[src/hdl/uvs_pkg.sv]
// Shared types, constants and functions of the UV sphere mesh generator.
`default_nettype none
package uvs_pkg;

	localparam int DIV_BITS = 41;
	localparam int CNT_W = 6;
	localparam int SEL_W = 3;
	localparam int IDX_W = 5;

	localparam logic signed [31:0] CORDIC_GAIN = 32'sd652032874;
	localparam logic signed [31:0] ONE30 = 32'sd1073741824;
	localparam logic [31:0] EIGHTH_TURN = 32'h2000_0000;

	localparam logic [1:0] CFG_RADIUS = 2'd0;
	localparam logic [1:0] CFG_SLICES = 2'd1;
	localparam logic [1:0] CFG_STACKS = 2'd2;

	typedef enum logic [3:0] {
		ST_IDLE,
		ST_CHECK,
		ST_DIV_INIT,
		ST_DIV_RUN,
		ST_DIV_SAVE,
		ST_COR_INIT,
		ST_COR_RUN,
		ST_COR_SAVE,
		ST_MUL,
		ST_FIN
	} state_t;

	typedef enum logic [3:0] {
		OP_NOP,
		OP_LOAD,
		OP_DIV_INIT,
		OP_DIV_STEP,
		OP_DIV_SAVE,
		OP_COR_INIT,
		OP_COR_STEP,
		OP_COR_SAVE,
		OP_MUL,
		OP_WRITE
	} dp_op_t;

	typedef struct packed {
		dp_op_t           op;
		logic [SEL_W-1:0] sel;
		logic [IDX_W-1:0] idx;
	} dp_cmd_t;

	function automatic logic signed [31:0] atan_turn(input logic [IDX_W-1:0] i);
		logic signed [31:0] v;
		unique case (i)
			5'd0:  v = 32'sd536870912;
			5'd1:  v = 32'sd316933406;
			5'd2:  v = 32'sd167458907;
			5'd3:  v = 32'sd85004756;
			5'd4:  v = 32'sd42667331;
			5'd5:  v = 32'sd21354465;
			5'd6:  v = 32'sd10679838;
			5'd7:  v = 32'sd5340245;
			5'd8:  v = 32'sd2670163;
			5'd9:  v = 32'sd1335087;
			5'd10: v = 32'sd667544;
			5'd11: v = 32'sd333772;
			5'd12: v = 32'sd166886;
			5'd13: v = 32'sd83443;
			5'd14: v = 32'sd41722;
			5'd15: v = 32'sd20861;
			5'd16: v = 32'sd10430;
			5'd17: v = 32'sd5215;
			5'd18: v = 32'sd2608;
			5'd19: v = 32'sd1304;
			5'd20: v = 32'sd652;
			5'd21: v = 32'sd326;
			5'd22: v = 32'sd163;
			5'd23: v = 32'sd81;
			default: v = 32'sd0;
		endcase
		return v;
	endfunction

endpackage
`default_nettype wire

[src/hdl/uvs_ctrl.sv]
// Controller state machine that sequences the division, CORDIC and multiply steps.
`default_nettype none
module uvs_ctrl
	import uvs_pkg::*;
#(
	parameter int CORDIC_STEPS = 16
) (
	input  wire logic clk,
	input  wire logic arst_n,
	input  wire logic in_valid,
	output logic      in_stall,
	output logic      out_valid,
	input  wire logic out_stall,
	input  wire logic fast,
	output dp_cmd_t   cmd
);

	localparam int NSTEP = (CORDIC_STEPS < 24) ? CORDIC_STEPS : 24;
	localparam logic [CNT_W-1:0] DIV_LAST = CNT_W'(DIV_BITS - 1);
	localparam logic [CNT_W-1:0] COR_LAST = CNT_W'(NSTEP - 1);

	state_t state_q, state_d;
	logic [SEL_W-1:0] sel_q, sel_d;
	logic [CNT_W-1:0] cnt_q, cnt_d;
	logic out_valid_q, write;

	always_ff @(posedge clk or negedge arst_n) begin
		if (!arst_n) begin
			state_q <= ST_IDLE;
			sel_q <= '0;
			cnt_q <= '0;
			out_valid_q <= 1'b0;
		end else begin
			state_q <= state_d;
			sel_q <= sel_d;
			cnt_q <= cnt_d;
			if (write) out_valid_q <= 1'b1;
			else if (!out_stall) out_valid_q <= 1'b0;
		end
	end

	always_comb begin
		state_d = state_q;
		sel_d = sel_q;
		cnt_d = cnt_q;
		cmd.op = OP_NOP;
		cmd.sel = sel_q;
		cmd.idx = cnt_q[IDX_W-1:0];
		in_stall = 1'b1;
		write = 1'b0;
		unique case (state_q)
			ST_IDLE: begin
				in_stall = 1'b0;
				if (in_valid) begin
					cmd.op = OP_LOAD;
					state_d = ST_CHECK;
				end
			end
			ST_CHECK: begin
				sel_d = '0;
				state_d = fast ? ST_FIN : ST_DIV_INIT;
			end
			ST_DIV_INIT: begin
				cmd.op = OP_DIV_INIT;
				cnt_d = '0;
				state_d = ST_DIV_RUN;
			end
			ST_DIV_RUN: begin
				cmd.op = OP_DIV_STEP;
				cnt_d = cnt_q + 1'b1;
				if (cnt_q == DIV_LAST) state_d = ST_DIV_SAVE;
			end
			ST_DIV_SAVE: begin
				cmd.op = OP_DIV_SAVE;
				if (sel_q == SEL_W'(3)) begin
					sel_d = '0;
					state_d = ST_COR_INIT;
				end else begin
					sel_d = sel_q + 1'b1;
					state_d = ST_DIV_INIT;
				end
			end
			ST_COR_INIT: begin
				cmd.op = OP_COR_INIT;
				cnt_d = '0;
				state_d = ST_COR_RUN;
			end
			ST_COR_RUN: begin
				cmd.op = OP_COR_STEP;
				cnt_d = cnt_q + 1'b1;
				if (cnt_q == COR_LAST) state_d = ST_COR_SAVE;
			end
			ST_COR_SAVE: begin
				cmd.op = OP_COR_SAVE;
				if (sel_q == SEL_W'(1)) begin
					sel_d = '0;
					state_d = ST_MUL;
				end else begin
					sel_d = sel_q + 1'b1;
					state_d = ST_COR_INIT;
				end
			end
			ST_MUL: begin
				cmd.op = OP_MUL;
				if (sel_q == SEL_W'(4)) state_d = ST_FIN;
				else sel_d = sel_q + 1'b1;
			end
			ST_FIN: begin
				if (!out_valid_q || !out_stall) begin
					cmd.op = OP_WRITE;
					write = 1'b1;
					state_d = ST_IDLE;
				end
			end
			default: state_d = ST_IDLE;
		endcase
	end

	assign out_valid = out_valid_q;

endmodule
`default_nettype wire

[config.mk]
export PLATFORM = sky130hd
export DESIGN_NAME = uvs_ctrl
export DESIGN_NICKNAME = d
export VERILOG_FILES = /design/src/hdl/uvs_pkg.sv /design/src/hdl/uvs_ctrl.sv
export SDC_FILE = /design/constraint.sdc
export NUM_CORES = 1
export LEC_CHECK = 0
export BUFFER_PORTS_ARGS = -buffer_cell sky130_fd_sc_hd__buf_2
export CAP_MARGIN = 20
export CORE_MARGIN = 4
export CORE_UTILIZATION = 55
export CTS_CLUSTER_DIAMETER = 80
export DETAILED_ROUTE_END_ITERATION = 6
export PLACE_DENSITY = 0.78
export RECOVER_POWER = 50
export SLEW_MARGIN = 10
export SYNTH_ARGS = -nofsm -noshare
export SYNTH_HDL_FRONTEND = slang
export SYNTH_SLANG_ARGS = --single-unit
[constraint.sdc]
create_clock -name clk -period 2.25 [get_ports clk]
set_input_delay 0.225 -clock clk [delete_from_list [all_inputs] [get_ports clk]]
set_output_delay 0.225 -clock clk [all_outputs]
set_load 0.01 [all_outputs]
==> reports/summary.txt, run 1 <==
run status -> complete, no violations
Clock Latency Late Sink -> 0.28 ns
Syn-to-layout area delta -> 5.51%
Ant. Diodes -> 0
# H-tree levels -> 1
Yosys reg bits -> 14
max_cap viols -> 0
CP Launch Type -> flop
wirelength, routed -> 2850 um
Fin. Hold Viols -> 0
reg2reg setup slack -> 0.39 ns
post-synthesis compound-gate area fraction -> 0.278
synthesized area per cell -> 8.45 um^2
vias in the first global route -> 1092
floorplan die width -> 55.7 um
grt ovf -> 0
root buffer cell -> clkbuf_4
Worst EP required -> 2.03 ns
post-synthesis xor/xnor area fraction -> 0
Syn. warnings -> 0
# clock sinks -> 14
Data arrival, critical path -> 1.84 ns
final worst path period share -> 0.916
reg2reg start -> state_q[0]$_DFFE_PN0P_
fill count -> 197
RSZ-0062 raised after global routing -> no
Post-synth top cells -> 14 x dfrtp_1, 14 x inv_1, 11 x a21oi_1, 11 x nor2_1, 9 x nand2_1
setup TNS -> 0 ns
DIE AREA -> 3100 um^2
Post-Synth Simple-Gate Area -> 0.223
Initial DRC Count -> 9
drt drc -> 0
routability congestion estimate -> 0.835
PwrDens -> 1270 nW/um^2
Clock Tree Buf Depth -> 2
pre-CTS setup slack -> 0.407 ns
number of flops mapped to enable cells by yosys -> 0
Seq/Total Area, Yosys -> 0.280
Reg2Reg Depth -> 3
Design Area, Final -> 1320 um^2
fin worst setup slack -> 0.188 ns
DRT Pass-1 Iters -> 4
R2R Path End -> state_q[2]$_DFFE_PN0P_
largest net degree at the start of global routing -> 21
crit-path max FO -> 20
port bufs -> 18
Synth area leaders -> dfrtp_1 28%, ha_1 7.0%, a21oi_1 4.4%, inv_1 4.2%, buf_4 3.6%
CTS tree -> done
Setup Fix Bufs, Post-CTS -> 0
Yosys top cell by area -> dfrtp_1
DR WL/cell -> 15.4 um
crit end category -> output port
max-slew violations -> 0
Final Non-Filler Cells -> 185
Max VDD drop -> 767 uV
Worst-path clk slew -> 0.09 ns
Placed Instances -> 181
Leak -> 0.551 nW
first-pass GRT wire length -> 4930 um
Worst Clk Skew -> 0.00575 ns
FMAX -> 485 MHz
top-area cell type share of the netlist area -> 0.280
Total Routing Usage GR -> 0.196
post-synth cell types -> 46
CTS buffer count -> 3
# IOs -> 19
Via density -> 6.30
Async S/R FF share, synth -> 1.00
Worst setup endpoint -> cmd[8]
fin nets -> 172
Syn Nets -> 160
Post-Place Cell Area -> 1300 um^2
Tightest Pin Transition -> 0.789 ns
main combinational cell family by area after synthesis -> compound AO/OA/AOI/OAI gates
fin crit period -> 2.06 ns
share of layout cells above drive strength 1 -> 0.139
initial antenna violation count -> 0
Via Count -> 1165
mux cell area share after synthesis -> 0.00801
Slew HR -> 0.474
Netlist Area Pre-Place -> 1250 um^2
Crit. Startpoint -> state_q[0]$_DFFE_PN0P_
Syn Inst Count -> 148
Main synth FF type -> dfrtp_1
Hold Crit Class -> input port to flop
Post-Synth Adder-Cell Area -> 0.0941
Cell Rows -> 16
placed wire-length estimate -> 2030 um
Die H -> 55.7 um
endpoints failing setup -> 0
kind of critical path -> flop to output port
final antenna-violating net count -> 0
area of the core -> 2060 um^2
initial core utilization -> 0.606
==> registers in the layout (all words and copies together), names as in the netlist <==
register,flops
cnt_q,6
out_valid,1
sel_q,3
state_q,4
==> routing by layer <==
metal | up-vias | GRT usage | wire [um]
met5 | - | 0 | 0
met4 | 0 | 0.0833 | 61
met3 | 8 | 0.0441 | 140
met2 | 46 | 0.326 | 1370
met1 | 555 | 0.241 | 1280
li1 | 556 | - | -
==> how the worst min path moves through the flow <==
| stage | startpoint | end | slack [ns] | cells past startpoint |
|---|---|---|---|---|
| after detailed placement | arst_n | cnt_q[2]$_DFFE_PN0P_ | 0.14 | 1 |
| after CTS | out_stall | out_valid$_DFFE_PN0P_ | 0.23 | 3 |
| after global routing | out_stall | out_valid$_DFFE_PN0P_ | 0.25 | 3 |
| after global placement | arst_n | cnt_q[2]$_DFFE_PN0P_ | 0.14 | 1 |
| final | out_stall | out_valid$_DFFE_PN0P_ | 0.22 | 3 |
| after floorplan | arst_n | cnt_q[0]$_DFFE_PN0P_ | -0.07 | 0 |
==> cell families after synthesis <==
family | Yosys count
buffers and inverters | 28
multiplexers | 1
AO/OA/AOI/OAI | 45
flip-flops | 14
adder cells (fa/ha/maj) | 10
AND/OR/NAND/NOR | 50
==> where the power goes <==
group / internal (mW) / switching, mW / total, mW
sequential: 0.320 / 0.203 / 0.523
combinational: 0.455 / 0.554 / 1.01
clock: 0.0621 / 0.0840 / 0.146
total: 0.837 / 0.841 / 1.68
==> critical path: stages (launching register included) <==
cell and delay (ns):
dfrtp_1 0.61, or4_4 0.65, o2bb2ai_1 0.15, buf_2 0.14
==> what timing repair did <==
| action | in CTS | in global routing |
|---|---|---|
| resized for setup | 0 | 0 |
| endpoints found under the setup margin | 0 | 0 |
| hold buffers | 1 | 0 |
| endpoints found under the hold margin | 14 | 0 |
==> layout by cell type (no fill, tap or decap), types with 2 or more instances in the layout <==
cell type,count
nand2b_1,4
buf_2,10
a31oi_1,4
o2bb2ai_1,2
o2111ai_1,2
o32ai_1,2
clkbuf_1,8
maj3_1,3
dfrtp_1,14
a21oi_1,11
or2_2,2
inv_1,14
nor2_1,11
o31ai_1,3
nand2_1,9
ha_1,7
nor2b_1,6
o21ai_0,4
nor3_1,4
o31a_1,2
a22o_1,2
buf_4,2
nand4_1,2
nand3_1,4
o32a_1,2
clkbuf_4,3
==> stage by stage <==
step                utilization  total power, mW  hold slack, ns
finish                    0.640             1.68           0.224
floorplan                     -             1.33         -0.0706
detailed placement        0.629             1.52           0.143
global placement          0.629             1.49           0.143
CTS                       0.644             1.68           0.232
global route              0.640             1.85           0.246
==> area by class of cell <==
cell class / count / area (um^2) / share of cell area
Clock buffer: 3 / 22.5 / 0.0171
Timing Repair Buffer: 21 / 105 / 0.0797
Tap cell: 27 / 33.8 / 0.0256
Multi-Input combinational cell: 106 / 754 / 0.572
Sequential cell: 14 / 350 / 0.266
Inverter: 14 / 52.6 / 0.0398
Power figures use the tool's default switching activity.
==> run 2: changes to the inputs <==
--- a/config.mk
+++ b/config.mk
@@ -9,8 +9,8 @@
 export CAP_MARGIN = 20
 export CORE_MARGIN = 4
 export CORE_UTILIZATION = 55
-export CTS_CLUSTER_DIAMETER = 80
 export DETAILED_ROUTE_END_ITERATION = 6
+export MAX_ROUTING_LAYER = met4
 export PLACE_DENSITY = 0.78
 export RECOVER_POWER = 50
 export SLEW_MARGIN = 10
==> run 2 against run 1 <==
Clock skew fell by 0.0020 ns. Maximum frequency rose by 0.38%. Via count shrank 1.3%. Total power down 0.47%. Register-to-register slack about the same. Sequential power hardly changed. Final cell count is the same. Wire length fell by 1.3%. Sequential share of layout area unchanged.
==> reports/summary.txt, run 2 (synthesis gave the netlist of run 1 again) <==
wirelength, routed -> 2820 um
met3 Use GR -> 0.0441
Ant. Diodes -> 0
Max VDD drop -> 758 uV
vias in the first global route -> 1098
Gate power share -> 0.600
endpoints failing setup -> 0
Internal -> 837 uW
fin nets -> 172
Sequential Power Share -> 0.312
port bufs -> 18
grt ovf -> 0
Worst Clk Skew -> 0.00371 ns
global routing's busiest layer -> met2
net switching power -> 834 uW
Total Routing Usage GR -> 0.202
Post-Place Cell Area -> 1300 um^2
# clock sinks -> 14
Data arrival, critical path -> 1.83 ns
FMAX -> 487 MHz
initial antenna violation count -> 0
setup TNS -> 0 ns
GR met1 Demand/Resource -> 0.243
CTS tree -> done
CTS Hold Bufs -> 1
Initial DRC Count -> 10
final worst path period share -> 0.913
Fin. Hold Viols -> 0
Worst-path clk slew -> 0.09 ns
Tightest Pin Transition -> 0.786 ns
routability congestion estimate -> 0.848
Via Count -> 1150
# resized after CTS -> 0
floorplan die width -> 55.7 um
root buffer cell -> clkbuf_4
most frequent cells in the layout -> 14 x inv_1, 14 x dfrtp_1, 11 x nor2_1, 11 x a21oi_1, 10 x buf_2
Leak -> 0.551 nW
Setup Fix Bufs, Post-CTS -> 0
crit-path max FO -> 20
max-slew violations -> 0
Clock Tree Buf Depth -> 2
Design Area, Final -> 1320 um^2
drt drc -> 0
Clk network pwr share -> 0.087
# IOs -> 19
largest reg by FF count -> cnt_q
kind of critical path -> flop to output port
fin crit period -> 2.05 ns
first-pass GRT wire length -> 4930 um
Worst EP required -> 2.03 ns
DIE AREA -> 3100 um^2
placed wire-length estimate -> 2030 um
DR WL/cell -> 15.2 um
# H-tree levels -> 1
Die H -> 55.7 um
Slew HR -> 0.476
Hold Crit Class -> input port to flop
Syn-to-layout area delta -> 5.51%
share of layout cells above drive strength 1 -> 0.139
run status -> complete, no violations
GR Util met2 -> 0.324
Clock Latency Late Sink -> 0.28 ns
max_cap viols -> 0
Via density -> 6.22
initial core utilization -> 0.606
sw frac -> 0.499
CP Launch Type -> flop
largest net degree at the start of global routing -> 21
CTS buffer count -> 3
fill count -> 197
Cell Rows -> 16
DRT Pass-1 Iters -> 4
crit end category -> output port
PwrDens -> 1270 nW/um^2
largest registers -> cnt_q: 6 flops, state_q: 4 flops, sel_q: 3 flops
RSZ-0062 raised after global routing -> no
Largest register FFs -> 6
area of the core -> 2060 um^2
final antenna-violating net count -> 0
[run 2: cell counts in the layout (fill, tap and decap cells not counted)]
No cell type changed its count.
[run 2: final timing paths]
check / from / to / slack, ns / cells after the start
min in group asynchronous: arst_n / cnt_q[5]$_DFFE_PN0P_ / 0.53 / 2
max in group asynchronous: arst_n / cnt_q[3]$_DFFE_PN0P_ / 1.23 / 2
min reg2reg: out_valid$_DFFE_PN0P_ / out_valid$_DFFE_PN0P_ / 0.59 / 2
min: out_stall / out_valid$_DFFE_PN0P_ / 0.23 / 3
max reg2reg: state_q[0]$_DFFE_PN0P_ / state_q[2]$_DFFE_PN0P_ / 0.40 / 3
max: state_q[0]$_DFFE_PN0P_ / cmd[8] / 0.20 / 3
[run 2: stage by stage]
stage | power [mW] | instances | util | worst slack (ns) | hold WS (ns)
after floorplan | 1.33 | 148 | - | 0.626 | -0.0706
after global placement | 1.49 | 181 | 0.629 | 0.453 | 0.143
after detailed placement | 1.52 | 181 | 0.629 | 0.407 | 0.143
after CTS | 1.68 | 185 | 0.644 | 0.174 | 0.232
after global routing | 1.85 | 185 | 0.640 | 0.0510 | 0.246
final | 1.67 | 185 | 0.640 | 0.196 | 0.225
[run 2: layer usage]
metal	vias to the layer above	wire, um
li1	555	-
met1	548	1280
met2	37	1350
met3	10	121
met4	0	71
met5	-	0
[run 2: critical path, cell delays in order, from the launching register on]
cell	delay [ns]
dfrtp_1	0.60
or4_4	0.64
o2bb2ai_1	0.15
buf_2	0.14
[run 2: final cells by class]
type / instances / area (um^2) / area share
inverters: 14 / 52.6 / 0.0398
flip-flops and latches: 14 / 350 / 0.266
well taps: 27 / 33.8 / 0.0256
repair buffers: 21 / 105 / 0.0797
clock buffers: 3 / 22.5 / 0.0171
multi-input cells: 106 / 754 / 0.572
[run 2: power by group through the flow]
| stage | clock network, mW | logic (mW) | registers (mW) |
|---|---|---|---|
| 4_1_cts | 0.151 | 1.01 | 0.521 |
| 3_3_place_gp | 0 | 0.977 | 0.513 |
| 6_report | 0.146 | 1.00 | 0.521 |
| 2_1_floorplan | 0 | 0.931 | 0.398 |
| 5_1_grt | 0.164 | 1.14 | 0.547 |
| 3_5_place_dp | 0 | 0.999 | 0.524 |
